`config.mk`:
```
export PLATFORM = sky130hd
export DESIGN_NAME = cau_cell
export DESIGN_NICKNAME = d
export VERILOG_FILES = /design/src/cau_pkg.sv /design/src/cau_cell.sv
export SDC_FILE = /design/constraint.sdc
export NUM_CORES = 2
export LEC_CHECK = 0
export BUFFER_PORTS_ARGS = -buffer_cell sky130_fd_sc_hd__buf_2
export CAP_MARGIN = 0
export CORE_AREA = 2 2 577 579
export DETAILED_ROUTE_END_ITERATION = 12
export DIE_AREA = 0 0 579 581
export PLACE_DENSITY = 0.45
export REMOVE_ABC_BUFFERS = 1
export SLEW_MARGIN = 25
export SYNTH_ARGS = -nofsm -noshare
export SYNTH_HDL_FRONTEND = slang
export SYNTH_SLANG_ARGS = --single-unit
```
`constraint.sdc`:
```
create_clock -name clock -period 33.2 [get_ports clock]
set_clock_uncertainty 0.2 [all_clocks]
set_input_delay 1.66 -clock clock [delete_from_list [all_inputs] [get_ports clock]]
set_output_delay 1.66 -clock clock [all_outputs]
set_load 0.01 [all_outputs]
```
`src/cau_pkg.sv`:
```
`default_nettype none
package cau_pkg;

   localparam int FRAC_BITS    = 16;
   localparam int CORDIC_STEPS = 16;

   // quotient bits kept by the divider: 31 integer bits and the fraction
   localparam int DIV_STEPS  = 31 + FRAC_BITS;
   localparam int SQRT_STEPS = 32;
   localparam int MAX_DS     = (DIV_STEPS > SQRT_STEPS) ? DIV_STEPS : SQRT_STEPS;
   localparam int NUM_CELLS  = (MAX_DS > CORDIC_STEPS) ? MAX_DS : CORDIC_STEPS;
   localparam int CELL_IDX_W = $clog2(NUM_CELLS);

   localparam int CORD_W = 36;
   localparam int ANG_W  = 35;

   localparam logic [3:0] OP_ADD   = 4'd0;
   localparam logic [3:0] OP_SUB   = 4'd1;
   localparam logic [3:0] OP_MUL   = 4'd2;
   localparam logic [3:0] OP_DIV   = 4'd3;
   localparam logic [3:0] OP_CONJ  = 4'd4;
   localparam logic [3:0] OP_MOD   = 4'd5;
   localparam logic [3:0] OP_MODSQ = 4'd6;
   localparam logic [3:0] OP_ARG   = 4'd7;
   localparam logic [3:0] OP_EQ    = 4'd8;

   localparam logic [1:0] ST_OK   = 2'd0;
   localparam logic [1:0] ST_DIVZ = 2'd1;
   localparam logic [1:0] ST_SAT  = 2'd2;

   typedef struct packed {
      logic [3:0]           opcode;
      logic [31:0]          res_real;
      logic [31:0]          res_imag;
      logic                 is_equal;
      logic [1:0]           status;
      logic                 div_zero;
      logic                 neg_r;
      logic                 neg_i;
      logic                 ovf_r;
      logic                 ovf_i;
      logic [63:0]          div_d;
      logic [63:0]          num_r;
      logic [63:0]          num_i;
      logic [63:0]          rem_r;
      logic [63:0]          rem_i;
      logic [DIV_STEPS-1:0] quo_r;
      logic [DIV_STEPS-1:0] quo_i;
      logic [63:0]          sq_val;
      logic [33:0]          sq_rem;
      logic [31:0]          sq_root;
      logic                 cord_zero;
      logic [CORD_W-1:0]    cord_x;
      logic [CORD_W-1:0]    cord_y;
      logic [ANG_W-1:0]     cord_z;
   } cell_data_type;

   // atan(2^-i) in Q30
   function automatic logic [31:0] atan_q30(input logic [4:0] idx);
      logic [31:0] v;
      case (idx)
         5'd0:  v = 32'd843314857;
         5'd1:  v = 32'd497837829;
         5'd2:  v = 32'd263043837;
         5'd3:  v = 32'd133525159;
         5'd4:  v = 32'd67021687;
         5'd5:  v = 32'd33543516;
         5'd6:  v = 32'd16775851;
         5'd7:  v = 32'd8388437;
         5'd8:  v = 32'd4194283;
         5'd9:  v = 32'd2097149;
         5'd10: v = 32'd1048576;
         5'd11: v = 32'd524288;
         5'd12: v = 32'd262144;
         5'd13: v = 32'd131072;
         5'd14: v = 32'd65536;
         5'd15: v = 32'd32768;
         5'd16: v = 32'd16384;
         5'd17: v = 32'd8192;
         5'd18: v = 32'd4096;
         5'd19: v = 32'd2048;
         5'd20: v = 32'd1024;
         5'd21: v = 32'd512;
         5'd22: v = 32'd256;
         5'd23: v = 32'd128;
         5'd24: v = 32'd64;
         5'd25: v = 32'd32;
         5'd26: v = 32'd16;
         5'd27: v = 32'd8;
         5'd28: v = 32'd4;
         5'd29: v = 32'd2;
         5'd30: v = 32'd1;
         default: v = 32'd0;
      endcase
      return v;
   endfunction

endpackage
`default_nettype wire

```
`src/cau_cell.sv`:
```
`default_nettype none
module cau_cell (
   input  wire logic                            clock,
   input  wire logic                            reset,
   input  wire logic [cau_pkg::CELL_IDX_W-1:0]  cell_idx,
   input  wire logic                            in_valid,
   output logic                                 in_stall,
   input  wire cau_pkg::cell_data_type          in_data,
   output logic                                 out_valid,
   input  wire logic                            out_stall,
   output cau_pkg::cell_data_type               out_data
);

   logic                   valid_ff, valid_in;
   cau_pkg::cell_data_type data_ff, data_in;

   logic [64:0]                      step_r, step_i;
   logic [35:0]                      sq_trial, sq_sub;
   logic signed [cau_pkg::CORD_W-1:0] cx, cy, dx, dy;
   logic [cau_pkg::ANG_W-1:0]        ang;

   // one restoring divide step: bring in a numerator bit, subtract if it fits
   function automatic logic [64:0] div_step(input logic [63:0] rem, input logic nb,
                                            input logic [63:0] d);
      logic [64:0] r2;
      logic [64:0] diff;
      r2   = {rem, nb};
      diff = r2 - {1'b0, d};
      if (r2 >= {1'b0, d}) begin
         return {1'b1, diff[63:0]};
      end
      return {1'b0, r2[63:0]};
   endfunction

   assign in_stall = valid_ff && out_stall;
   assign valid_in = in_stall ? valid_ff : in_valid;

   always_comb begin
      data_in  = in_data;
      step_r   = '0;
      step_i   = '0;
      sq_trial = {in_data.sq_rem, in_data.sq_val[63:62]};
      sq_sub   = {2'b00, in_data.sq_root, 2'b01};
      cx       = in_data.cord_x;
      cy       = in_data.cord_y;
      dx       = cy >>> cell_idx;
      dy       = cx >>> cell_idx;
      ang      = cau_pkg::ANG_W'(cau_pkg::atan_q30(5'(cell_idx)));

      if (int'(cell_idx) == 0) begin
         data_in.ovf_r = (in_data.rem_r >= in_data.div_d);
         data_in.ovf_i = (in_data.rem_i >= in_data.div_d);
      end

      if (int'(cell_idx) < cau_pkg::DIV_STEPS) begin
         step_r = div_step(in_data.rem_r, in_data.num_r[30], in_data.div_d);
         step_i = div_step(in_data.rem_i, in_data.num_i[30], in_data.div_d);
         data_in.rem_r = step_r[63:0];
         data_in.rem_i = step_i[63:0];
         data_in.quo_r = {in_data.quo_r[cau_pkg::DIV_STEPS-2:0], step_r[64]};
         data_in.quo_i = {in_data.quo_i[cau_pkg::DIV_STEPS-2:0], step_i[64]};
         data_in.num_r = in_data.num_r << 1;
         data_in.num_i = in_data.num_i << 1;
      end

      if (int'(cell_idx) < cau_pkg::SQRT_STEPS) begin
         if (sq_trial >= sq_sub) begin
            data_in.sq_rem  = 34'(sq_trial - sq_sub);
            data_in.sq_root = {in_data.sq_root[30:0], 1'b1};
         end else begin
            data_in.sq_rem  = sq_trial[33:0];
            data_in.sq_root = {in_data.sq_root[30:0], 1'b0};
         end
         data_in.sq_val = in_data.sq_val << 2;
      end

      if (int'(cell_idx) < cau_pkg::CORDIC_STEPS) begin
         if (!cy[cau_pkg::CORD_W-1]) begin
            data_in.cord_x = cx + dx;
            data_in.cord_y = cy - dy;
            data_in.cord_z = in_data.cord_z + ang;
         end else begin
            data_in.cord_x = cx - dx;
            data_in.cord_y = cy + dy;
            data_in.cord_z = in_data.cord_z - ang;
         end
      end
   end

   always_ff @(posedge clock) begin
      if (reset) begin
         valid_ff <= 1'b0;
      end else begin
         valid_ff <= valid_in;
      end
      if (in_valid && !in_stall) begin
         data_ff <= data_in;
      end
   end

   assign out_valid = valid_ff;
   assign out_data  = data_ff;

endmodule
`default_nettype wire

```
==> impl_metrics.py <==
metrics = {
    "cts": {
        "cts_buffers": 101,
        "cts_tree": "done",
        "htreeDepth": 3,
        "clock_path_buffers": 4,
        "cts_resized": 0,
        "cts_setup_buffers": 0,
        "clock_latency_ns": 0.78,
        "ctsHoldBuffers": 0,
        "cts_sinks": 729,
        "path_clk_slew_ns": 0.06,
        "cts_root_buffer": "clkbuf_16",
    },
    "placed_design": {
        "port_buffers": 1467,
        "place_hpwl_um": 316000,
        "gp_congestion": 0.970,
        "placed_cells": 11500,
    },
    "route": {
        "drt-initial-drc-count": 5403,
        "route.detailed.drc": 0,
        "vias_per_cell": 4.65,
        "wirelength_um": 380000,
        "num_vias": 55600,
        "drtAntennaViolNets": 0,
        "routedWlPerCell_um": 31.7,
        "dr.pass1.iters": 6,
    },
    "setup_path": {
        "worst_ep_required_time_ns": 33.50,
        "cpMaxStageDelayCell": "buf_4",
        "critical_path_class": "input pin to flip-flop",
        "endpoint_kind": "flip-flop",
        "critical_path_arrival_ns": 9.43,
        "cp_max_fo": 50,
        "reg2reg_depth": 6,
        "cp_slowest_stage_delay_ns": 0.67,
        "crit_chain": "buf_4, buf_4, mux4_2, mux4_2, a32oi_4, nand3_2, or4_4, or3_4, inv_1, a31oi_1, xor2_1, ha_1, a21oi_1, o21ai_0, a21oi_1, or3b_2, a211o_1, a311o_1, a31o_2, a2111o_1, a31oi_1, xor2_1, o21ai_0",
        "cp-start-kind": "input pin",
    },
    "finish": {
        "fin_nets": 8408,
        "nFillCells": 36400,
        "drive_gt1_share_pct": 26.6,
        "ff_latch_area_um2": 21900,
        "area_growth_syn_to_layout_pct": 29.2,
        "stdcell_count": 12000,
        "multi_input_area_um2": 31200,
    },
    "min_path": {
        "whs_path_depth": 3,
        "holdCritPathClass": "flip-flop to flip-flop",
    },
    "grt": {
        "grt_max_degree": 150,
        "grt_pass1_wl_um": 491000,
        "grt_antenna_before_repair": 238,
        "met1_usage_pct": 23.9,
        "grt_usage_pct": 21.5,
        "use_met2_pct": 36.6,
        "top_usage_layer": "met2",
        "grt_pass1_vias": 53200,
        "grtUsageMet3_pct": 5.31,
        "overflow": 0,
    },
    "yosys": {
        "yosys.area.top_type": "edfxtp_1",
        "yosys_warnings": 0,
        "synthSimpleGateAreaFrac_pct": 17.7,
        "syn_inst": 5929,
        "ys_async_sr_fraction_pct": 0,
        "ys_ff_latch": 729,
        "netlist_top_cells_area": "edfxtp_1 (40%), ha_1 (9.2%), nand2_1 (8.9%), mux4_2 (3.7%), a21oi_1 (3.2%)",
        "synth.mux.area_fraction_pct": 7.76,
        "synth_most_common_cell": "nand2_1",
        "yosys-top-cells-count": "nand2_1 (1300), edfxtp_1 (728), ha_1 (402)",
        "synthDistinctLibCells": 99,
        "syn_area_um2": 55000,
        "ys_seq_area_share_pct": 39.8,
        "synth-compound-area-share_pct": 17.1,
        "synth_edf_count": 728,
        "postSynthAreaPerCell_um2": 9.27,
        "synthAdderAreaFrac_pct": 9.33,
        "yosysTopAreaCellShare_pct": 39.8,
        "ys.flop_type": "edfxtp_1",
        "synth_top_family_by_area": "simple AND/OR/NAND/NOR gates",
        "synth_xor_area_share_pct": 4.73,
    },
    "sta": {
        "maxSlewViolCount": 0,
        "hold_violations": 0,
        "finalCriticalPeriod_ns": 9.13,
        "clock.fmax_mhz": 110,
        "tightest_slew_ns": 1.09,
        "relSlewSlack_pct": 26.7,
        "rsz0062_at_grt": "false",
        "setup_viol": 0,
        "finalCritPeriodShare_pct": 27.5,
    },
    "die": {
        "fp-row-count": 211,
        "coreArea_um2": 330000,
        "ioPinCount": 1468,
        "initial_core_util_pct": 16.7,
        "die_area_um2": 336000,
        "die_w_um": 579,
        "die_h_um": 581,
    },
    "power_and_ir_drop": {
        "finalPower_mw": 3.35,
        "cellPowerDensity_nw_per_um2": 47.1,
        "ir_drop_mv": 0.0375,
        "leakagePower_nw": 30.4,
    },
    "run_status": {
        "outcome": "finished, final reports clean",
    },
    "job": {
        "drv_cap": 0,
    },
}
layer usage:
metal | wire length [µm] | part of all wire (%)
met3 | 31100 | 8.2
met4 | 27500 | 7.2
met2 | 182000 | 48
met1 | 138000 | 36
met5 | 660 | 0.17
where the power goes:
group          internal, mW  switching (mW)
Sequential             1.12          0.0482
Combinational         0.361           0.686
Clock                 0.632           0.502
cell type report:
type	count	area share [%]
Clock buffer	112	3.62
Multi-Input combinational cell	4708	43.9
Tap cell	4366	7.69
Sequential cell	729	30.8
Clock inverter	65	0.946
Inverter	187	0.988
Timing Repair Buffer	1536	11.1
Antenna cell	252	0.888
cell usage in the layout, fill, tap and decap left out, types with 114 or more instances in the layout:
| master | netlist | layout |
|---|---|---|
| xnor2_1 | 173 | 173 |
| xor2_1 | 124 | 124 |
| inv_1 | 183 | 183 |
| nand2_1 | 1300 | 1300 |
| mux2i_1 | 114 | 114 |
| edfxtp_1 | 728 | 728 |
| a31oi_1 | 160 | 159 |
| a21o_1 | 208 | 207 |
| diode_2 | 0 | 252 |
| ha_1 | 402 | 402 |
| a21oi_1 | 350 | 349 |
| buf_2 | 32 | 1462 |
| o21ai_0 | 339 | 338 |
| nor2_1 | 372 | 369 |
state kept, by name, indices dropped and copies added (netlist names):
signal / count
out_data: 728
out_valid: 1
kinds of logic after synthesis:
group / after synthesis
AND/OR/NAND/NOR: 2235
AO/OA/AOI/OAI: 1470
flip-flops: 729
buffers and inverters: 492
adder cells (fa/ha/maj): 407
multiplexers: 299
XOR/XNOR: 297
critical path: cells and delay by family:
family	cells	cell delay, ns
AO/OA/AOI/OAI	11	2.66
XOR/XNOR	2	0.37
adder cells (fa/ha/maj)	1	0.40
buffers and inverters	3	1.45
multiplexers	2	1.17
AND/OR/NAND/NOR	4	1.67
per-stage QoR:
step | hold WS (ns) | TNS, ns | worst slack, ns | area, µm² | util, %
2_1_floorplan | 0.480 | -1945.45 | -2.67 | 53700 | -
3_3_place_gp | 0.435 | 0 | 23.15 | 67100 | 20.4
3_5_place_dp | 0.455 | 0 | 23.33 | 67100 | 20.4
4_1_cts | 0.465 | 0 | 24.20 | 70400 | 21.3
5_1_grt | 0.509 | 0 | 23.44 | 70800 | 21.5
6_report | 0.460 | 0 | 24.07 | 71000 | 21.5
worst paths after layout:
| check | from | endpoint | slack (ns) |
|---|---|---|---|
| max | cell_idx[0] | out_data[69]$_DFFE_PP_ | 24.07 |
| min | out_valid$_SDFFE_PP0N_ | out_valid$_SDFFE_PP0N_ | 0.46 |
| max reg2reg | out_valid$_SDFFE_PP0N_ | out_data[320]$_DFFE_PP_ | 28.46 |
| min reg2reg | out_valid$_SDFFE_PP0N_ | out_valid$_SDFFE_PP0N_ | 0.46 |
Note: power is estimated with default switching activity, not from simulation.
