--- config.mk ---
export PLATFORM = sky130hd
export DESIGN_NAME = cau_finish
export DESIGN_NICKNAME = d
export VERILOG_FILES = /design/src/cau_pkg.sv /design/src/cau_finish.sv
export SDC_FILE = /design/constraint.sdc
export NUM_CORES = 1
export LEC_CHECK = 0
export ABC_CLOCK_PERIOD_IN_PS = 5600
export BUFFER_PORTS_ARGS = -buffer_cell sky130_fd_sc_hd__buf_2
export CORE_AREA = 8 8 309 311
export DETAILED_ROUTE_END_ITERATION = 6
export DIE_AREA = 0 0 317 319
export PLACE_DENSITY = 0.3
export SYNTH_ARGS = -nofsm -noshare
export SYNTH_HDL_FRONTEND = slang
export SYNTH_SLANG_ARGS = --single-unit
--- constraint.sdc ---
create_clock -name clock -period 5.6 [get_ports clock]
set_clock_uncertainty 0.05 [all_clocks]
set_input_delay 1.12 -clock clock [delete_from_list [all_inputs] [get_ports clock]]
set_output_delay 1.12 -clock clock [all_outputs]
set_load 0.03 [all_outputs]
--- src/cau_pkg.sv ---
`default_nettype none
package cau_pkg;

   localparam int FRAC_BITS    = 16;
   localparam int CORDIC_STEPS = 16;

   // quotient bits kept by the divider: 31 integer bits and the fraction
   localparam int DIV_STEPS  = 31 + FRAC_BITS;
   localparam int SQRT_STEPS = 32;
   localparam int MAX_DS     = (DIV_STEPS > SQRT_STEPS) ? DIV_STEPS : SQRT_STEPS;
   localparam int NUM_CELLS  = (MAX_DS > CORDIC_STEPS) ? MAX_DS : CORDIC_STEPS;
   localparam int CELL_IDX_W = $clog2(NUM_CELLS);

   localparam int CORD_W = 36;
   localparam int ANG_W  = 35;

   localparam logic [3:0] OP_ADD   = 4'd0;
   localparam logic [3:0] OP_SUB   = 4'd1;
   localparam logic [3:0] OP_MUL   = 4'd2;
   localparam logic [3:0] OP_DIV   = 4'd3;
   localparam logic [3:0] OP_CONJ  = 4'd4;
   localparam logic [3:0] OP_MOD   = 4'd5;
   localparam logic [3:0] OP_MODSQ = 4'd6;
   localparam logic [3:0] OP_ARG   = 4'd7;
   localparam logic [3:0] OP_EQ    = 4'd8;

   localparam logic [1:0] ST_OK   = 2'd0;
   localparam logic [1:0] ST_DIVZ = 2'd1;
   localparam logic [1:0] ST_SAT  = 2'd2;

   typedef struct packed {
      logic [3:0]           opcode;
      logic [31:0]          res_real;
      logic [31:0]          res_imag;
      logic                 is_equal;
      logic [1:0]           status;
      logic                 div_zero;
      logic                 neg_r;
      logic                 neg_i;
      logic                 ovf_r;
      logic                 ovf_i;
      logic [63:0]          div_d;
      logic [63:0]          num_r;
      logic [63:0]          num_i;
      logic [63:0]          rem_r;
      logic [63:0]          rem_i;
      logic [DIV_STEPS-1:0] quo_r;
      logic [DIV_STEPS-1:0] quo_i;
      logic [63:0]          sq_val;
      logic [33:0]          sq_rem;
      logic [31:0]          sq_root;
      logic                 cord_zero;
      logic [CORD_W-1:0]    cord_x;
      logic [CORD_W-1:0]    cord_y;
      logic [ANG_W-1:0]     cord_z;
   } cell_data_type;

   // atan(2^-i) in Q30
   function automatic logic [31:0] atan_q30(input logic [4:0] idx);
      logic [31:0] v;
      case (idx)
         5'd0:  v = 32'd843314857;
         5'd1:  v = 32'd497837829;
         5'd2:  v = 32'd263043837;
         5'd3:  v = 32'd133525159;
         5'd4:  v = 32'd67021687;
         5'd5:  v = 32'd33543516;
         5'd6:  v = 32'd16775851;
         5'd7:  v = 32'd8388437;
         5'd8:  v = 32'd4194283;
         5'd9:  v = 32'd2097149;
         5'd10: v = 32'd1048576;
         5'd11: v = 32'd524288;
         5'd12: v = 32'd262144;
         5'd13: v = 32'd131072;
         5'd14: v = 32'd65536;
         5'd15: v = 32'd32768;
         5'd16: v = 32'd16384;
         5'd17: v = 32'd8192;
         5'd18: v = 32'd4096;
         5'd19: v = 32'd2048;
         5'd20: v = 32'd1024;
         5'd21: v = 32'd512;
         5'd22: v = 32'd256;
         5'd23: v = 32'd128;
         5'd24: v = 32'd64;
         5'd25: v = 32'd32;
         5'd26: v = 32'd16;
         5'd27: v = 32'd8;
         5'd28: v = 32'd4;
         5'd29: v = 32'd2;
         5'd30: v = 32'd1;
         default: v = 32'd0;
      endcase
      return v;
   endfunction

endpackage
`default_nettype wire

--- src/cau_finish.sv ---
`default_nettype none
module cau_finish (
   input  wire logic                    clock,
   input  wire logic                    reset,
   input  wire logic                    in_valid,
   output logic                         in_stall,
   input  wire cau_pkg::cell_data_type  in_data,
   output logic                         rsp_valid,
   input  wire logic                    rsp_stall,
   output logic [31:0]                  rsp_res_real,
   output logic [31:0]                  rsp_res_imag,
   output logic                         rsp_is_equal,
   output logic [1:0]                   rsp_status
);

   localparam logic [cau_pkg::ANG_W-1:0] ROUND_HALF =
      cau_pkg::ANG_W'(1) << (29 - cau_pkg::FRAC_BITS);

   logic        valid_ff, valid_in;
   logic [31:0] real_ff, imag_ff, real_in, imag_in;
   logic        eq_ff, eq_in;
   logic [1:0]  status_ff, status_in;

   logic [32:0]                      part_r, part_i;
   logic [cau_pkg::ANG_W-1:0]        ang_round;
   logic signed [cau_pkg::ANG_W-1:0] ang_shift;

   // clamp a quotient magnitude to the signed range, then apply the sign
   function automatic logic [32:0] div_result(input logic neg, input logic ovf,
                                              input logic [cau_pkg::DIV_STEPS-1:0] q);
      logic [cau_pkg::DIV_STEPS-1:0] lim;
      logic [cau_pkg::DIV_STEPS-1:0] qs;
      logic                          sat;
      lim = neg ? cau_pkg::DIV_STEPS'(64'h8000_0000) : cau_pkg::DIV_STEPS'(64'h7FFF_FFFF);
      sat = ovf || (q > lim);
      qs  = sat ? lim : q;
      return {sat, neg ? -qs[31:0] : qs[31:0]};
   endfunction

   assign in_stall = valid_ff && rsp_stall;
   assign valid_in = in_stall ? valid_ff : in_valid;

   always_comb begin
      real_in   = in_data.res_real;
      imag_in   = in_data.res_imag;
      eq_in     = in_data.is_equal;
      status_in = in_data.status;
      part_r    = div_result(in_data.neg_r, in_data.ovf_r, in_data.quo_r);
      part_i    = div_result(in_data.neg_i, in_data.ovf_i, in_data.quo_i);
      ang_round = in_data.cord_z + ROUND_HALF;
      ang_shift = $signed(ang_round) >>> (30 - cau_pkg::FRAC_BITS);

      unique case (in_data.opcode)
         cau_pkg::OP_DIV: begin
            if (in_data.div_zero) begin
               real_in   = '0;
               imag_in   = '0;
               status_in = cau_pkg::ST_DIVZ;
            end else begin
               real_in   = part_r[31:0];
               imag_in   = part_i[31:0];
               status_in = (part_r[32] || part_i[32]) ? cau_pkg::ST_SAT : cau_pkg::ST_OK;
            end
         end
         cau_pkg::OP_MOD: begin
            imag_in = '0;
            if (in_data.sq_root[31]) begin
               real_in   = 32'h7FFF_FFFF;
               status_in = cau_pkg::ST_SAT;
            end else begin
               real_in   = in_data.sq_root;
               status_in = cau_pkg::ST_OK;
            end
         end
         cau_pkg::OP_ARG: begin
            imag_in   = '0;
            status_in = cau_pkg::ST_OK;
            real_in   = in_data.cord_zero ? 32'd0 : ang_shift[31:0];
         end
         default: begin
            real_in = in_data.res_real;
         end
      endcase
   end

   always_ff @(posedge clock) begin
      if (reset) begin
         valid_ff <= 1'b0;
      end else begin
         valid_ff <= valid_in;
      end
      if (in_valid && !in_stall) begin
         real_ff   <= real_in;
         imag_ff   <= imag_in;
         eq_ff     <= eq_in;
         status_ff <= status_in;
      end
   end

   assign rsp_valid    = valid_ff;
   assign rsp_res_real = real_ff;
   assign rsp_res_imag = imag_ff;
   assign rsp_is_equal = eq_ff;
   assign rsp_status   = status_ff;

endmodule
`default_nettype wire

==> results of run 1 <==
==> logic make-up (layout without fill, tap and decap cells) <==
kind of cell | after synthesis | after routing
flip-flops | 68 | 68
multiplexers | 10 | 10
buffers and inverters | 58 | 380
AND/OR/NAND/NOR | 334 | 334
other | 0 | 17
AO/OA/AOI/OAI | 302 | 302
XOR/XNOR | 28 | 28
adder cells (fa/ha/maj) | 67 | 67
==> how the worst max path moves through the flow <==
stage	start	to	slack, ps	cells past startpoint
after floorplan	in_data[655]	rsp_res_real[18]	630	18
after global placement	in_data[655]	rsp_res_real[22]	-60	21
after detailed placement	in_data[655]	rsp_res_real[22]	-4	21
after CTS	in_data[655]	rsp_res_real[22]	380	21
after global routing	in_data[654]	rsp_res_imag[18]	60	18
final	in_data[655]	rsp_res_real[24]	370	20
==> power by group through the flow <==
stage	clock, mW	combinational [mW]	sequential (mW)
after floorplan	0	0.208	0.704
after detailed placement	0	0.577	0.631
final	0.632	0.570	0.620
after CTS	0.670	0.580	0.622
after global placement	0	0.577	0.631
after global routing	0.677	0.628	0.625
==> cells in the final DEF, fill, tap and decap left out, types with 28 or more instances in the layout <==
cell type	instances
sky130_fd_sc_hd__a21oi_1	73
sky130_fd_sc_hd__nand2_1	76
sky130_fd_sc_hd__nor3_1	39
sky130_fd_sc_hd__ha_1	67
sky130_fd_sc_hd__nand3_1	28
sky130_fd_sc_hd__o21ai_0	72
sky130_fd_sc_hd__buf_2	297
sky130_fd_sc_hd__buf_4	53
sky130_fd_sc_hd__edfxtp_1	67
sky130_fd_sc_hd__nor2_1	88
==> through the flow <==
stage	std cells	power, mW
6_report	2392	1.822
5_1_grt	2381	1.929
3_3_place_gp	2359	1.209
3_5_place_dp	2359	1.208
4_1_cts	2375	1.872
2_1_floorplan	867	0.9124
==> area by class of cell <==
type / instances / area [µm²] / share of cell area
Antenna cell: 17 / 42.54 / 0.003962
Clock buffer: 11 / 232.7 / 0.02167
Clock inverter: 5 / 52.55 / 0.004894
Inverter: 12 / 45.04 / 0.004195
Multi-Input combinational cell: 741 / 4925 / 0.4586
Sequential cell: 68 / 2032 / 0.1892
Tap cell: 1186 / 1484 / 0.1382
Timing Repair Buffer: 352 / 1924 / 0.1792
==> registers in the layout, summed over array words and instances, names as in the netlist <==
name / count
rsp_is_equal: 1
rsp_res_imag: 32
rsp_res_real: 32
rsp_status: 2
rsp_valid: 1
==> worst max-delay path, delay by kind of cell <==
family	cells	cell delay [ps]
fa+ha+maj	2	550
buf+inv	6	1010
simple gates	5	1430
compound gates	7	1310
==> layer usage <==
| layer | global-route usage | wire (µm) | up-vias |
|---|---|---|---|
| li1 | - | - | 4083 |
| met1 | 0.1134 | 20830 | 4051 |
| met2 | 0.1430 | 21300 | 310 |
| met3 | 0.03513 | 3700 | 54 |
| met4 | 0.02712 | 949 | 14 |
| met5 | 0 | 96 | - |
==> cell usage after synthesis (all sizes together) (4+ instances only) <==
cell type | instances | area share
nor2 | 90 | 0.047
o21ai | 79 | 0.055
nand2 | 77 | 0.041
a21oi | 73 | 0.051
edfxtp | 67 | 0.28
ha | 67 | 0.12
nor3 | 41 | 0.032
clkbuf | 37 | 0.019
nand3 | 28 | 0.020
nand4 | 23 | 0.022
a22o | 18 | 0.022
xnor2 | 18 | 0.022
a211oi | 16 | 0.017
nor4 | 16 | 0.017
o22ai | 16 | 0.014
a221oi | 12 | 0.015
or3 | 12 | 0.012
and3 | 11 | 0.0096
inv | 11 | 0.0058
o22a | 11 | 0.013
a31oi | 10 | 0.011
o211ai | 10 | 0.010
xor2 | 10 | 0.012
buf | 9 | 0.0068
mux2i | 9 | 0.013
and2 | 7 | 0.0061
o221ai | 7 | 0.0086
a222oi | 6 | 0.0084
o21a | 6 | 0.0063
o31ai | 6 | 0.0063
a21o | 5 | 0.0052
and4 | 5 | 0.0061
o311ai | 5 | 0.0061
a221o | 4 | 0.0056
or4 | 4 | 0.0047
==> summary.json, run 1 <==
{
  "outcome": {
    "result_of_the_run": "finished clean"
  },
  "drt": {
    "antenna_violating_nets_post_route": 0,
    "viasPerCell": 3.559,
    "detailroute.via_count": 8512,
    "drtPass1Iterations": 5,
    "finalWirelength_um": 46880,
    "post-route-drc-count": 0,
    "detailedRoute.firstIterationViolations": 518,
    "drt-wirelength-per-cell_um": 19.60
  },
  "floorplanning": {
    "placement_rows": 111,
    "die-height_um": 319,
    "top_level_ports": 801,
    "start_util": 0.07904,
    "chipWidth_um": 317,
    "core_region_area_um2": 90690,
    "die-area_um2": 101100
  },
  "critical_path": {
    "cp_cell_sequence": "buf_2 > buf_4 > ha_1 > nand4_1 > nor4_1 > buf_4 > a211oi_1 > buf_4 > a2bb2oi_1 > or2_4 > buf_4 > o21ai_0 > ha_1 > nand4_1 > or2_2 > o311ai_0 > o21ai_0 > a221oi_1 > buf_4 > a211o_1",
    "critPathCaptureType": "flop",
    "worst_path_arrival_time_ps": 5430,
    "reg2reg_to": "rsp_res_real[3]",
    "worst-path-max-fanout": 23,
    "startpoint_type": "input pin",
    "crit_top_cell": "sky130_fd_sc_hd__buf_4",
    "crit_required_ps": 5800,
    "timing.critical_path.slowest_stage_cell": "sky130_fd_sc_hd__a221oi_1",
    "critPathKind": "in2reg",
    "regToRegSetupSlack_ps": 3650,
    "r2r_cells": 3,
    "critical_path.max_stage_delay_ps": 420,
    "timing.rr.start": "rsp_valid"
  },
  "sta": {
    "rsz_0062_raised_after_global_routing": "no",
    "post_layout_worst_setup_margin_ps": 369.0,
    "report.final.setup_viol": 0,
    "worst_hold_slack_ps": 608.0,
    "final.period_utilization": 0.9341,
    "tightest_slew_ps": 960.2,
    "finalSetupTns_ps": 0,
    "maxSlewViolCount": 0,
    "timing.final.hold_violations": 0,
    "timing.max_slew.rel_slack": 0.3599,
    "timing.final.crit_period_ps": 5231,
    "max_clock_freq_mhz": 191.2
  },
  "pwr": {
    "pwr-share-comb": 0.313,
    "peak_supply_drop_uv": 118.0,
    "leakagePower_nw": 4.046,
    "sequentialPowerShare": 0.340,
    "power_density_cells_nw_per_um2": 169.7,
    "power.share.clock": 0.347,
    "net_switching_component_of_the_power_mw": 0.6679,
    "fraction_of_power_spent_switching_nets": 0.3665,
    "internal_power_mw": 1.154
  },
  "synth": {
    "synth_net_count": 1666,
    "yosys_warnings": 0,
    "ys_seq_elements": 68,
    "synth_edf_count": 67,
    "synth_seq_area_share": 0.2835,
    "synth_top_family_by_area": "compound AO/OA/AOI/OAI gates",
    "asr_flop_ratio_synth": 0,
    "syn_avg_cell_area_um2": 8.268,
    "post_synth_fa_ha_maj_area_fraction": 0.1169,
    "synth.distinct_cells": 74,
    "synthCells": 867,
    "mappedNetlistArea_um2": 7168,
    "synth-compound-area-share": 0.2791,
    "post_synth_xor_area_fraction": 0.03421,
    "synth_flop_cell": "sky130_fd_sc_hd__edfxtp_1",
    "post_synth_mux_area_share": 0.01466,
    "post_synth_and_or_nand_nor_area_fraction": 0.2391
  },
  "final_layout": {
    "nFillCells": 10530,
    "finalCoreUtilization": 0.1184,
    "nNetsFinal": 1983,
    "drive_gt1_frac": 0.3272,
    "stdcell_area_um2": 10740,
    "areaGrowthSynthToFinish_pct": 49.80
  },
  "clock_tree": {
    "cts_sinks": 68,
    "htree_num_levels": 3,
    "clockBufferDepth": 2,
    "tritoncts": "yes",
    "clk_pin_slew_worst_setup_hold_paths_ps": 70,
    "root_buffer_master": "sky130_fd_sc_hd__clkbuf_16",
    "cts_hold_repair.buffers": 0,
    "worstSkewPairLatency_ps": 380,
    "ctsResizeCount": 0,
    "number_of_cts_inserted_buffers": 9,
    "cts.repair_timing.setup_buffer_count": 0
  },
  "place": {
    "place_congestion": 0.8010,
    "place_area_um2": 10410,
    "numPortBuffers": 297,
    "dp_hpwl_um": 39310,
    "dpl_worst_slack_ps": -4.302
  },
  "hold_path": {
    "timing.hold.worst_endpoint": "rsp_valid",
    "min_delay_src": "rsp_valid",
    "hold_class": "reg2reg",
    "worst_hold_path.num_cells": 3
  },
  "global_route": {
    "first_global_vias": 8791,
    "grt_overflow": 0,
    "grt_antenna_before_repair": 34,
    "grt_first_pass_wirelength_um": 65770,
    "grtUsageTotal": 0.09068,
    "pin_count_of_the_biggest_net_entering_global_routing": 39
  },
  "job": {
    "cap_violations": 0
  }
}
(Power assumes the default switching activity.)
==> inputs of run 2 (changes only) <==
--- a/config.mk
+++ b/config.mk
@@ -5,12 +5,13 @@
 export SDC_FILE = /design/constraint.sdc
 export NUM_CORES = 1
 export LEC_CHECK = 0
-export ABC_CLOCK_PERIOD_IN_PS = 5600
+export ABC_CLOCK_PERIOD_IN_PS = 5940
 export BUFFER_PORTS_ARGS = -buffer_cell sky130_fd_sc_hd__buf_2
 export CORE_AREA = 8 8 309 311
 export DETAILED_ROUTE_END_ITERATION = 6
 export DIE_AREA = 0 0 317 319
-export PLACE_DENSITY = 0.3
+export PLACE_DENSITY = 0.31
+export REMOVE_ABC_BUFFERS = 1
 export SYNTH_ARGS = -nofsm -noshare
 export SYNTH_HDL_FRONTEND = slang
 export SYNTH_SLANG_ARGS = --single-unit
==> constraint.sdc (replaced) <==
create_clock -name clock -period 5.94 [get_ports clock]
set_clock_uncertainty 0.05 [all_clocks]
set_input_delay 1.188 -clock clock [delete_from_list [all_inputs] [get_ports clock]]
set_output_delay 1.188 -clock clock [all_outputs]
set_load 0.03 [all_outputs]
==> summary.json, run 2 (synthesized netlist as in run 1, its figures left out) <==
{
  "floorplanning": {
    "core_region_area": {"value": 90690, "unit": "µm²", "change": "unchanged"},
    "top_level_ports": {"value": 801, "change": "unchanged"},
    "start_util": {"value": 0.07904, "change": "unchanged"},
    "die-area": {"value": 101100, "unit": "µm²", "change": "unchanged"},
    "chipWidth": {"value": 317, "unit": "µm", "change": "unchanged"},
    "die-height": {"value": 319, "unit": "µm", "change": "unchanged"},
    "placement_rows": {"value": 111, "change": "unchanged"}
  },
  "critical_path": {
    "critPathKind": {"value": "in2reg", "change": "unchanged"},
    "cp-startpoint": {"value": "in_data[655]", "change": "unchanged"},
    "critPathCaptureType": {"value": "flop", "change": "unchanged"},
    "worst-path-max-fanout": {"value": 12, "change": "was 23"},
    "r2r_cells": {"value": 3, "change": "unchanged"},
    "critical_path.max_stage_delay": {"value": 410, "unit": "ps", "change": "was 420 ps"},
    "startpoint_type": {"value": "input pin", "change": "unchanged"},
    "cp_cell_sequence": {"value": "buf_2 > clkinv_1 > ha_1 > nand3_1 > nor4_1 > a211oi_1 > a2bb2oi_1 > or2_4 > nand2_1 > o21ai_0 > ha_1 > nand4_1 > buf_4 > or2_2 > o311ai_0 > o21ai_0 > a221oi_2 > buf_4 > a211o_1", "change": "was buf_2 > buf_4 > ha_1 > nand4_1 > nor4_1 > buf_4 > a211oi_1 > buf_4 > a2bb2oi_1 > or2_4 > buf_4 > o21ai_0 > ha_1 > nand4_1 > or2_2 > o311ai_0 > o21ai_0 > a221oi_1 > buf_4 > a211o_1"},
    "crit_required": {"value": 6140, "unit": "ps", "change": "was 5800 ps"},
    "worst_path_arrival_time": {"value": 5750, "unit": "ps", "change": "was 5430 ps"},
    "timing.critical_path.slowest_stage_cell": {"value": "sky130_fd_sc_hd__a221oi_2", "change": "was sky130_fd_sc_hd__a221oi_1"},
    "timing.rr.start": {"value": "rsp_valid", "change": "unchanged"}
  },
  "drt": {
    "drtPass1Iterations": {"value": 5, "change": "unchanged"},
    "drt-wirelength-per-cell": {"value": 20.06, "unit": "µm", "change": "was 19.60 µm"},
    "antenna_violating_nets_post_route": {"value": 0, "change": "unchanged"},
    "finalWirelength": {"value": 47580, "unit": "µm", "change": "was 46880 µm"},
    "post-route-drc-count": {"value": 0, "change": "unchanged"},
    "detailedRoute.firstIterationViolations": {"value": 409, "change": "was 518"},
    "detailroute.via_count": {"value": 8470, "change": "was 8512"},
    "viasPerCell": {"value": 3.571, "change": "was 3.559"}
  },
  "sta": {
    "worst_hold_slack": {"value": 612.5, "unit": "ps", "change": "was 608.0 ps"},
    "rsz_0062_raised_after_global_routing": {"value": "no", "change": "unchanged"},
    "timing.max_slew.rel_slack": {"value": 0.2569, "change": "was 0.3599"},
    "max_clock_freq_mhz": 180.0,
    "report.final.setup_viol": {"value": 0, "change": "unchanged"},
    "timing.final.crit_period_ps": 5555,
    "maxSlewViolCount": {"value": 0, "change": "unchanged"},
    "post_layout_worst_setup_margin": {"value": 385.0, "unit": "ps", "change": "was 369.0 ps"},
    "finalSetupTns": {"value": 0, "unit": "ps", "change": "unchanged"},
    "timing.final.hold_violations": {"value": 0, "change": "unchanged"},
    "tightest_slew": {"value": 1115, "unit": "ps", "change": "was 960.2 ps"},
    "final.period_utilization": 0.9352
  },
  "hold_path": {
    "min_delay_src": {"value": "rsp_valid", "change": "unchanged"},
    "worst_hold_path.num_cells": {"value": 3, "change": "unchanged"},
    "hold_class": {"value": "reg2reg", "change": "unchanged"}
  },
  "global_route": {
    "pin_count_of_the_biggest_net_entering_global_routing": {"value": 68, "change": "was 39"},
    "first_global_vias": {"value": 8907, "change": "was 8791"},
    "grt_first_pass_wirelength": {"value": 66010, "unit": "µm", "change": "was 65770 µm"},
    "grt_antenna_before_repair": {"value": 36, "change": "was 34"},
    "grt_overflow": {"value": 0, "change": "unchanged"},
    "grtUsageTotal": {"value": 0.09130, "change": "was 0.09068"}
  },
  "job": {
    "cap_violations": {"value": 0, "change": "unchanged"}
  },
  "pwr": {
    "net_switching_component_of_the_power": {"value": 0.6357, "unit": "mW", "change": "was 0.6679 mW"},
    "internal_power": {"value": 1.174, "unit": "mW", "change": "was 1.154 mW"},
    "power_consumption": {"value": 1.809, "unit": "mW", "change": "was 1.822 mW"},
    "peak_supply_drop": {"value": 117.2, "unit": "µV", "change": "was 118.0 µV"},
    "power_density_cells": {"value": 169.8, "unit": "nW/µm²", "change": "was 169.7 nW/µm²"},
    "leakagePower": {"value": 3.981, "unit": "nW", "change": "was 4.046 nW"},
    "sequentialPowerShare": {"value": 0.321, "change": "was 0.340"},
    "fraction_of_power_spent_switching_nets": {"value": 0.3513, "change": "was 0.3665"},
    "power.share.clock": {"value": 0.387, "change": "was 0.347"},
    "pwr-share-comb": {"value": 0.292, "change": "was 0.313"}
  },
  "final_layout": {
    "nNetsFinal": {"value": 1964, "change": "was 1983"},
    "areaGrowthSynthToFinish": {"value": 48.65, "unit": "%", "change": "was 49.80%"},
    "final_common_cell": {"value": "sky130_fd_sc_hd__buf_2", "change": "unchanged"},
    "drive_gt1_frac": {"value": 0.3197, "change": "was 0.3272"},
    "layout.cells.most_common_list": {"value": "sky130_fd_sc_hd__buf_2 (297), sky130_fd_sc_hd__nor2_1 (88), sky130_fd_sc_hd__nand2_1 (76)", "change": "unchanged"}
  },
  "clock_tree": {
    "htree_num_levels": {"value": 3, "change": "unchanged"},
    "cts_hold_repair.buffers": {"value": 0, "change": "unchanged"},
    "tritoncts": {"value": "yes", "change": "unchanged"},
    "root_buffer_master": {"value": "sky130_fd_sc_hd__clkbuf_16", "change": "unchanged"},
    "ctsResizeCount": {"value": 0, "change": "unchanged"},
    "clockBufferDepth": {"value": 2, "change": "unchanged"},
    "cts.repair_timing.setup_buffer_count": {"value": 0, "change": "unchanged"},
    "cts_sinks": {"value": 68, "change": "unchanged"},
    "worstSkewPairLatency": {"value": 370, "unit": "ps", "change": "was 380 ps"},
    "number_of_cts_inserted_buffers": {"value": 9, "change": "unchanged"},
    "clk_pin_slew_worst_setup_hold_paths": {"value": 60, "unit": "ps", "change": "was 70 ps"}
  },
  "place": {
    "dp_hpwl": {"value": 39980, "unit": "µm", "change": "was 39310 µm"},
    "numPortBuffers": {"value": 297, "change": "unchanged"},
    "dpl_worst_slack": {"value": -270.1, "unit": "ps", "change": "was -4.302 ps"},
    "place_congestion": {"value": 0.8093, "change": "was 0.8010"}
  },
  "outcome": {
    "result_of_the_run": {"value": "finished clean", "change": "unchanged"}
  }
}
==> run 2: changes by cell type in the layout (fill, tap and decap cells not counted), moves of 2 or more <==
cell	previous run	this run
sky130_fd_sc_hd__buf_4	53	35
sky130_fd_sc_hd__bufinv_16	1	3
sky130_fd_sc_hd__clkbuf_1	2	0
sky130_fd_sc_hd__clkinv_2	3	0
sky130_fd_sc_hd__clkinv_4	0	2
==> run 2: final timing paths <==
kind | end | slack [ps]
max | rsp_res_real[24] | 380
min | rsp_valid | 610
max reg2reg | rsp_res_real[1] | 4020
min reg2reg | rsp_valid | 610
==> run 2: through the flow <==
stage          std cells    util  cell area, µm²
2_1_floorplan        821       -            6980
3_3_place_gp        2340  0.1131           10260
3_5_place_dp        2340  0.1131           10260
4_1_cts             2356  0.1170           10610
5_1_grt             2358  0.1171           10620
6_report            2372  0.1175           10660
==> run 2: power by group through the flow <==
stage	clock network [mW]	registers [mW]	logic [mW]
after floorplan	0	0.664	0.185
after global placement	0	0.593	0.529
after detailed placement	0	0.592	0.534
after CTS	0.746	0.582	0.537
after global routing	0.749	0.585	0.580
final	0.700	0.582	0.528
==> run 2: area by class of cell <==
class	count	area, µm²
Antenna cell	16	40.04
Sequential cell	68	2032
Inverter	12	45.04
Clock buffer	9	225.2
Multi-Input combinational cell	741	4936
Tap cell	1186	1484
Timing Repair Buffer	333	1769
Clock inverter	7	123.9
Fill cell	10550	80040
==> run 2: worst max-delay path: cells and delay by family <==
family                     cells  cell delay [ps]
AOI/OAI and AO/OA              7             1870
adders and majority gates      2              590
buffers and inverters          4             1070
and+or+nand+nor                6             1010
==> run 2: layer usage <==
layer  vias to the layer above  part of all wire  global-route usage
met1                      4052              0.40              0.1006
li1                       4047                 -                   -
met3                        59              0.10             0.04405
met4                        26             0.017             0.02103
met2                       286              0.48              0.1573
met5                         -            0.0036                   0
==> inputs of run 3 (changes only) <==
--- a/config.mk
+++ b/config.mk
@@ -5,12 +5,13 @@
 export SDC_FILE = /design/constraint.sdc
 export NUM_CORES = 1
 export LEC_CHECK = 0
+export ABC_AREA = 1
 export ABC_CLOCK_PERIOD_IN_PS = 5940
 export BUFFER_PORTS_ARGS = -buffer_cell sky130_fd_sc_hd__buf_2
-export CORE_AREA = 8 8 309 311
+export CORE_AREA = 4 4 306 308
 export DETAILED_ROUTE_END_ITERATION = 6
-export DIE_AREA = 0 0 317 319
-export PLACE_DENSITY = 0.31
+export DIE_AREA = 0 0 310 312
+export PLACE_DENSITY = 0.32
 export REMOVE_ABC_BUFFERS = 1
 export SYNTH_ARGS = -nofsm -noshare
 export SYNTH_HDL_FRONTEND = slang
==> summary.json, run 3 <==
{
  "critical_path": {
    "crit_required": {"value": 5980, "unit": "ps", "change": "was 6140 ps"},
    "worst_path_arrival_time": {"value": 5050, "unit": "ps", "change": "was 5750 ps"},
    "reg2reg_to": {"value": "rsp_res_real[20]", "change": "was rsp_res_real[1]"},
    "regToRegSetupSlack": {"value": 3970, "unit": "ps", "change": "was 4020 ps"},
    "r2r_cells": {"value": 4, "change": "was 3"},
    "timing.rr.start": {"value": "rsp_valid", "change": "unchanged"},
    "critPathCaptureType": {"value": "flop", "change": "unchanged"},
    "startpoint_type": {"value": "input pin", "change": "unchanged"},
    "worst-path-max-fanout": {"value": 27, "change": "was 12"},
    "critPathKind": {"value": "in2reg", "change": "unchanged"},
    "cp-startpoint": {"value": "in_data[654]", "change": "was in_data[655]"}
  },
  "place": {
    "place_congestion": {"value": 0.7953, "change": "was 0.8093"},
    "numPortBuffers": {"value": 297, "change": "unchanged"},
    "placed_cells": {"value": 2764, "change": "was 2340"},
    "dpl_worst_slack": {"value": 560.8, "unit": "ps", "change": "was -270.1 ps"},
    "dp_hpwl": {"value": 42180, "unit": "µm", "change": "was 39980 µm"}
  },
  "clock_tree": {
    "root_buffer_master": {"value": "sky130_fd_sc_hd__clkbuf_16", "change": "unchanged"},
    "ctsResizeCount": {"value": 0, "change": "unchanged"},
    "cts_hold_repair.buffers": {"value": 0, "change": "unchanged"},
    "clockBufferDepth": {"value": 2, "change": "unchanged"},
    "cts_sinks": {"value": 68, "change": "unchanged"},
    "worstSkewPairLatency": {"value": 350, "unit": "ps", "change": "was 370 ps"},
    "htree_num_levels": {"value": 3, "change": "unchanged"},
    "cts.repair_timing.setup_buffer_count": {"value": 0, "change": "unchanged"},
    "clk_pin_slew_worst_setup_hold_paths": {"value": 60, "unit": "ps", "change": "about the same"},
    "number_of_cts_inserted_buffers": {"value": 9, "change": "unchanged"},
    "tritoncts": {"value": "yes", "change": "unchanged"}
  },
  "final_layout": {
    "final_common_cell": {"value": "sky130_fd_sc_hd__nand2_1", "change": "was sky130_fd_sc_hd__buf_2"},
    "layout.cells.most_common_list": {"value": "sky130_fd_sc_hd__nand2_1 (427), sky130_fd_sc_hd__buf_2 (297), sky130_fd_sc_hd__nand3_1 (141)", "change": "was sky130_fd_sc_hd__buf_2 (297), sky130_fd_sc_hd__nor2_1 (88), sky130_fd_sc_hd__nand2_1 (76)"},
    "drive_gt1_frac": {"value": 0.2553, "change": "was 0.3197"},
    "nNetsFinal": {"value": 2388, "change": "was 1964"},
    "nFillCells": {"value": 10790, "change": "was 10550"},
    "areaGrowthSynthToFinish": {"value": 38.90, "unit": "%", "change": "was 48.65%"},
    "final-instance-count-excl-fill": {"value": 2791, "change": "was 2372"}
  },
  "pwr": {
    "fraction_of_power_spent_switching_nets": {"value": 0.3821, "change": "was 0.3513"},
    "leakagePower": {"value": 5.432, "unit": "nW", "change": "was 3.981 nW"},
    "power.share.clock": {"value": 0.326, "change": "was 0.387"},
    "net_switching_component_of_the_power": {"value": 0.6455, "unit": "mW", "change": "was 0.6357 mW"},
    "peak_supply_drop": {"value": 87.60, "unit": "µV", "change": "was 117.2 µV"},
    "sequentialPowerShare": {"value": 0.346, "change": "was 0.321"},
    "internal_power": {"value": 1.044, "unit": "mW", "change": "was 1.174 mW"},
    "pwr-share-comb": {"value": 0.329, "change": "was 0.292"},
    "power_density_cells": {"value": 146.3, "unit": "nW/µm²", "change": "was 169.8 nW/µm²"}
  },
  "synth": {
    "mappedNetlistArea": {"value": 8312, "unit": "µm²", "change": "was 7168 µm²"},
    "synthCells": {"value": 1307, "change": "was 867"},
    "synth.most_common_cell": {"value": "sky130_fd_sc_hd__nand2_1", "change": "was sky130_fd_sc_hd__nor2_1"},
    "asr_flop_ratio_synth": {"value": 0, "change": "unchanged"},
    "synth_seq_area_share": {"value": 0.2445, "change": "was 0.2835"},
    "synth_edf_count": {"value": 67, "change": "unchanged"},
    "synth_top_area_frac": {"value": 0.2421, "change": "was 0.2807"},
    "synthDominantAreaCellType": {"value": "sky130_fd_sc_hd__edfxtp_1", "change": "unchanged"},
    "synth.top_cells.by_area": {"value": "sky130_fd_sc_hd__edfxtp_1 (24%), sky130_fd_sc_hd__nand2_1 (19%), sky130_fd_sc_hd__ha_1 (10%)", "change": "was sky130_fd_sc_hd__edfxtp_1 (28%), sky130_fd_sc_hd__ha_1 (12%), sky130_fd_sc_hd__a21oi_1 (5.1%)"},
    "ys_seq_elements": {"value": 68, "change": "unchanged"},
    "synth_flop_cell": {"value": "sky130_fd_sc_hd__edfxtp_1", "change": "unchanged"},
    "yosys_warnings": {"value": 0, "change": "unchanged"},
    "netlist_top_cells_count": {"value": "sky130_fd_sc_hd__nand2_1 (427), sky130_fd_sc_hd__nand3_1 (141), sky130_fd_sc_hd__inv_1 (134)", "change": "was sky130_fd_sc_hd__nor2_1 (89), sky130_fd_sc_hd__nand2_1 (76), sky130_fd_sc_hd__a21oi_1 (73), sky130_fd_sc_hd__o21ai_0 (73)"},
    "syn_avg_cell_area": {"value": 6.359, "unit": "µm²", "change": "was 8.268 µm²"},
    "synth.distinct_cells": {"value": 50, "change": "was 74"}
  },
  "global_route": {
    "grtUsageTotal": {"value": 0.1010, "change": "was 0.09130"},
    "first_global_vias": {"value": 9821, "change": "was 8907"},
    "grt_first_pass_wirelength": {"value": 70110, "unit": "µm", "change": "was 66010 µm"},
    "grt_overflow": {"value": 0, "change": "unchanged"},
    "pin_count_of_the_biggest_net_entering_global_routing": {"value": 55, "change": "was 68"},
    "grt_antenna_before_repair": {"value": 28, "change": "was 36"}
  },
  "drt": {
    "detailedRoute.firstIterationViolations": {"value": 539, "change": "was 409"},
    "viasPerCell": {"value": 3.466, "change": "was 3.571"},
    "drt-wirelength-per-cell": {"value": 17.79, "unit": "µm", "change": "was 20.06 µm"},
    "antenna_violating_nets_post_route": {"value": 0, "change": "unchanged"},
    "post-route-drc-count": {"value": 0, "change": "unchanged"},
    "drtPass1Iterations": {"value": 4, "change": "was 5"},
    "finalWirelength": {"value": 49650, "unit": "µm", "change": "was 47580 µm"},
    "detailroute.via_count": {"value": 9675, "change": "was 8470"}
  },
  "floorplanning": {
    "chipWidth": {"value": 310, "unit": "µm", "change": "was 317 µm"},
    "start_util": {"value": 0.09123, "change": "was 0.07904"},
    "top_level_ports": {"value": 801, "change": "unchanged"},
    "core_region_area": {"value": 91110, "unit": "µm²", "change": "was 90690 µm²"},
    "die-height": {"value": 312, "unit": "µm", "change": "was 319 µm"},
    "placement_rows": {"value": 111, "change": "unchanged"},
    "die-area": {"value": 96720, "unit": "µm²", "change": "was 101100 µm²"}
  },
  "sta": {
    "timing.final.crit_period": {"value": 5009, "unit": "ps", "change": "was 5555 ps"},
    "max_clock_freq": {"value": 199.6, "unit": "MHz", "change": "was 180.0 MHz"},
    "finalSetupTns": {"value": 0, "unit": "ps", "change": "unchanged"},
    "post_layout_worst_setup_margin": {"value": 930.5, "unit": "ps", "change": "was 385.0 ps"},
    "worst_hold_slack": {"value": 432.0, "unit": "ps", "change": "was 612.5 ps"},
    "rsz_0062_raised_after_global_routing": {"value": "no", "change": "unchanged"},
    "report.final.setup_viol": {"value": 0, "change": "unchanged"},
    "tightest_slew": {"value": 1012, "unit": "ps", "change": "was 1115 ps"},
    "timing.max_slew.rel_slack": {"value": 0.3236, "change": "was 0.2569"},
    "final.period_utilization": {"value": 0.8433, "change": "was 0.9352"},
    "maxSlewViolCount": {"value": 0, "change": "unchanged"},
    "timing.final.hold_violations": {"value": 0, "change": "unchanged"}
  },
  "hold_path": {
    "min_delay_src": {"value": "rsp_valid", "change": "unchanged"},
    "worst_hold_path.num_cells": {"value": 2, "change": "was 3"},
    "timing.hold.worst_endpoint": {"value": "rsp_valid", "change": "unchanged"},
    "hold_class": {"value": "reg2reg", "change": "unchanged"}
  },
  "outcome": {
    "result_of_the_run": {"value": "finished clean", "change": "unchanged"}
  },
  "job": {
    "cap_violations": {"value": 0, "change": "unchanged"}
  }
}
-- run 3: cell count changes after synthesis, moves of 20 or more --
cell	before	now
sky130_fd_sc_hd__nand2_1	76	427
sky130_fd_sc_hd__inv_1	11	134
sky130_fd_sc_hd__a21oi_1	73	37
sky130_fd_sc_hd__nor2_1	89	125
sky130_fd_sc_hd__nand3_1	28	141
sky130_fd_sc_hd__nor2_2	1	21
-- run 3: worst max-delay path by stage --
stage | to | slack [ps]
finish | rsp_res_imag[29] | 930
global route | rsp_res_imag[28] | 440
CTS | rsp_res_imag[28] | 950
detailed placement | rsp_res_imag[28] | 560
global placement | rsp_res_imag[28] | 540
floorplan | rsp_is_equal | 1150
-- run 3: metrics by stage --
step | area (µm²) | power (mW) | util
final | 11540 | 1.689 | 0.1267
after global routing | 11520 | 1.816 | 0.1265
after CTS | 11520 | 1.745 | 0.1264
after detailed placement | 11240 | 1.163 | 0.1234
after global placement | 11240 | 1.165 | 0.1234
after floorplan | 8070 | 0.8968 | -
-- run 3: cell families (layout without fill, tap and decap cells) --
family                     after synthesis  count (layout)  share of synthesized area
and+or+nand+nor                        830             830                     0.4521
buffers and inverters                  191             478                    0.09483
AOI/OAI and AO/OA                      148             148                     0.1046
DFF                                     68              68                     0.2445
adders and majority gates               67              67                     0.1009
xor gates and xnor gates                 3               3                   0.003162
other                                    0              11                          0
-- run 3: power groups by stage --
stage | Clock (mW) | Sequential, mW | Combinational (mW)
floorplan | 0 | 0.666 | 0.230
global placement | 0 | 0.595 | 0.570
detailed placement | 0 | 0.594 | 0.569
CTS | 0.590 | 0.585 | 0.571
global route | 0.600 | 0.588 | 0.628
finish | 0.550 | 0.584 | 0.555
-- run 3: cell type report --
type,count,area [µm²],area share
Inverter,145,546.8,0.04736
Antenna cell,11,27.53,0.002384
Multi-Input combinational cell,1048,5517,0.4778
Timing Repair Buffer,317,1662,0.1439
Clock buffer,9,225.2,0.01951
Clock inverter,7,51.30,0.004443
Sequential cell,68,2032,0.1760
Tap cell,1186,1484,0.1285
-- run 3: per-layer routing --
| metal | share of wire | up-vias | track usage |
|---|---|---|---|
| li1 | - | 4942 | - |
| met1 | 0.46 | 4401 | 0.1333 |
| met2 | 0.46 | 292 | 0.1651 |
| met3 | 0.075 | 30 | 0.02948 |
| met4 | 0.0099 | 10 | 0.01773 |
| met5 | 0.0011 | - | 0 |
-- run 3: worst max-delay path: stages --
cell	delay (ps)
sky130_fd_sc_hd__buf_2	460
sky130_fd_sc_hd__buf_4	250
sky130_fd_sc_hd__ha_1	140
sky130_fd_sc_hd__nand2_1	90
sky130_fd_sc_hd__nor4b_1	450
sky130_fd_sc_hd__nand3_2	180
sky130_fd_sc_hd__nand2_4	210
sky130_fd_sc_hd__nand2_4	120
sky130_fd_sc_hd__nand2_4	280
sky130_fd_sc_hd__buf_4	250
sky130_fd_sc_hd__nand2_1	100
sky130_fd_sc_hd__nor2_1	170
sky130_fd_sc_hd__and2_1	180
sky130_fd_sc_hd__nand2_1	80
sky130_fd_sc_hd__nor2_2	160
sky130_fd_sc_hd__nand2_1	120
sky130_fd_sc_hd__nand2_1	70
sky130_fd_sc_hd__nand2_1	50
sky130_fd_sc_hd__nand3_1	360
sky130_fd_sc_hd__nand2_1	90
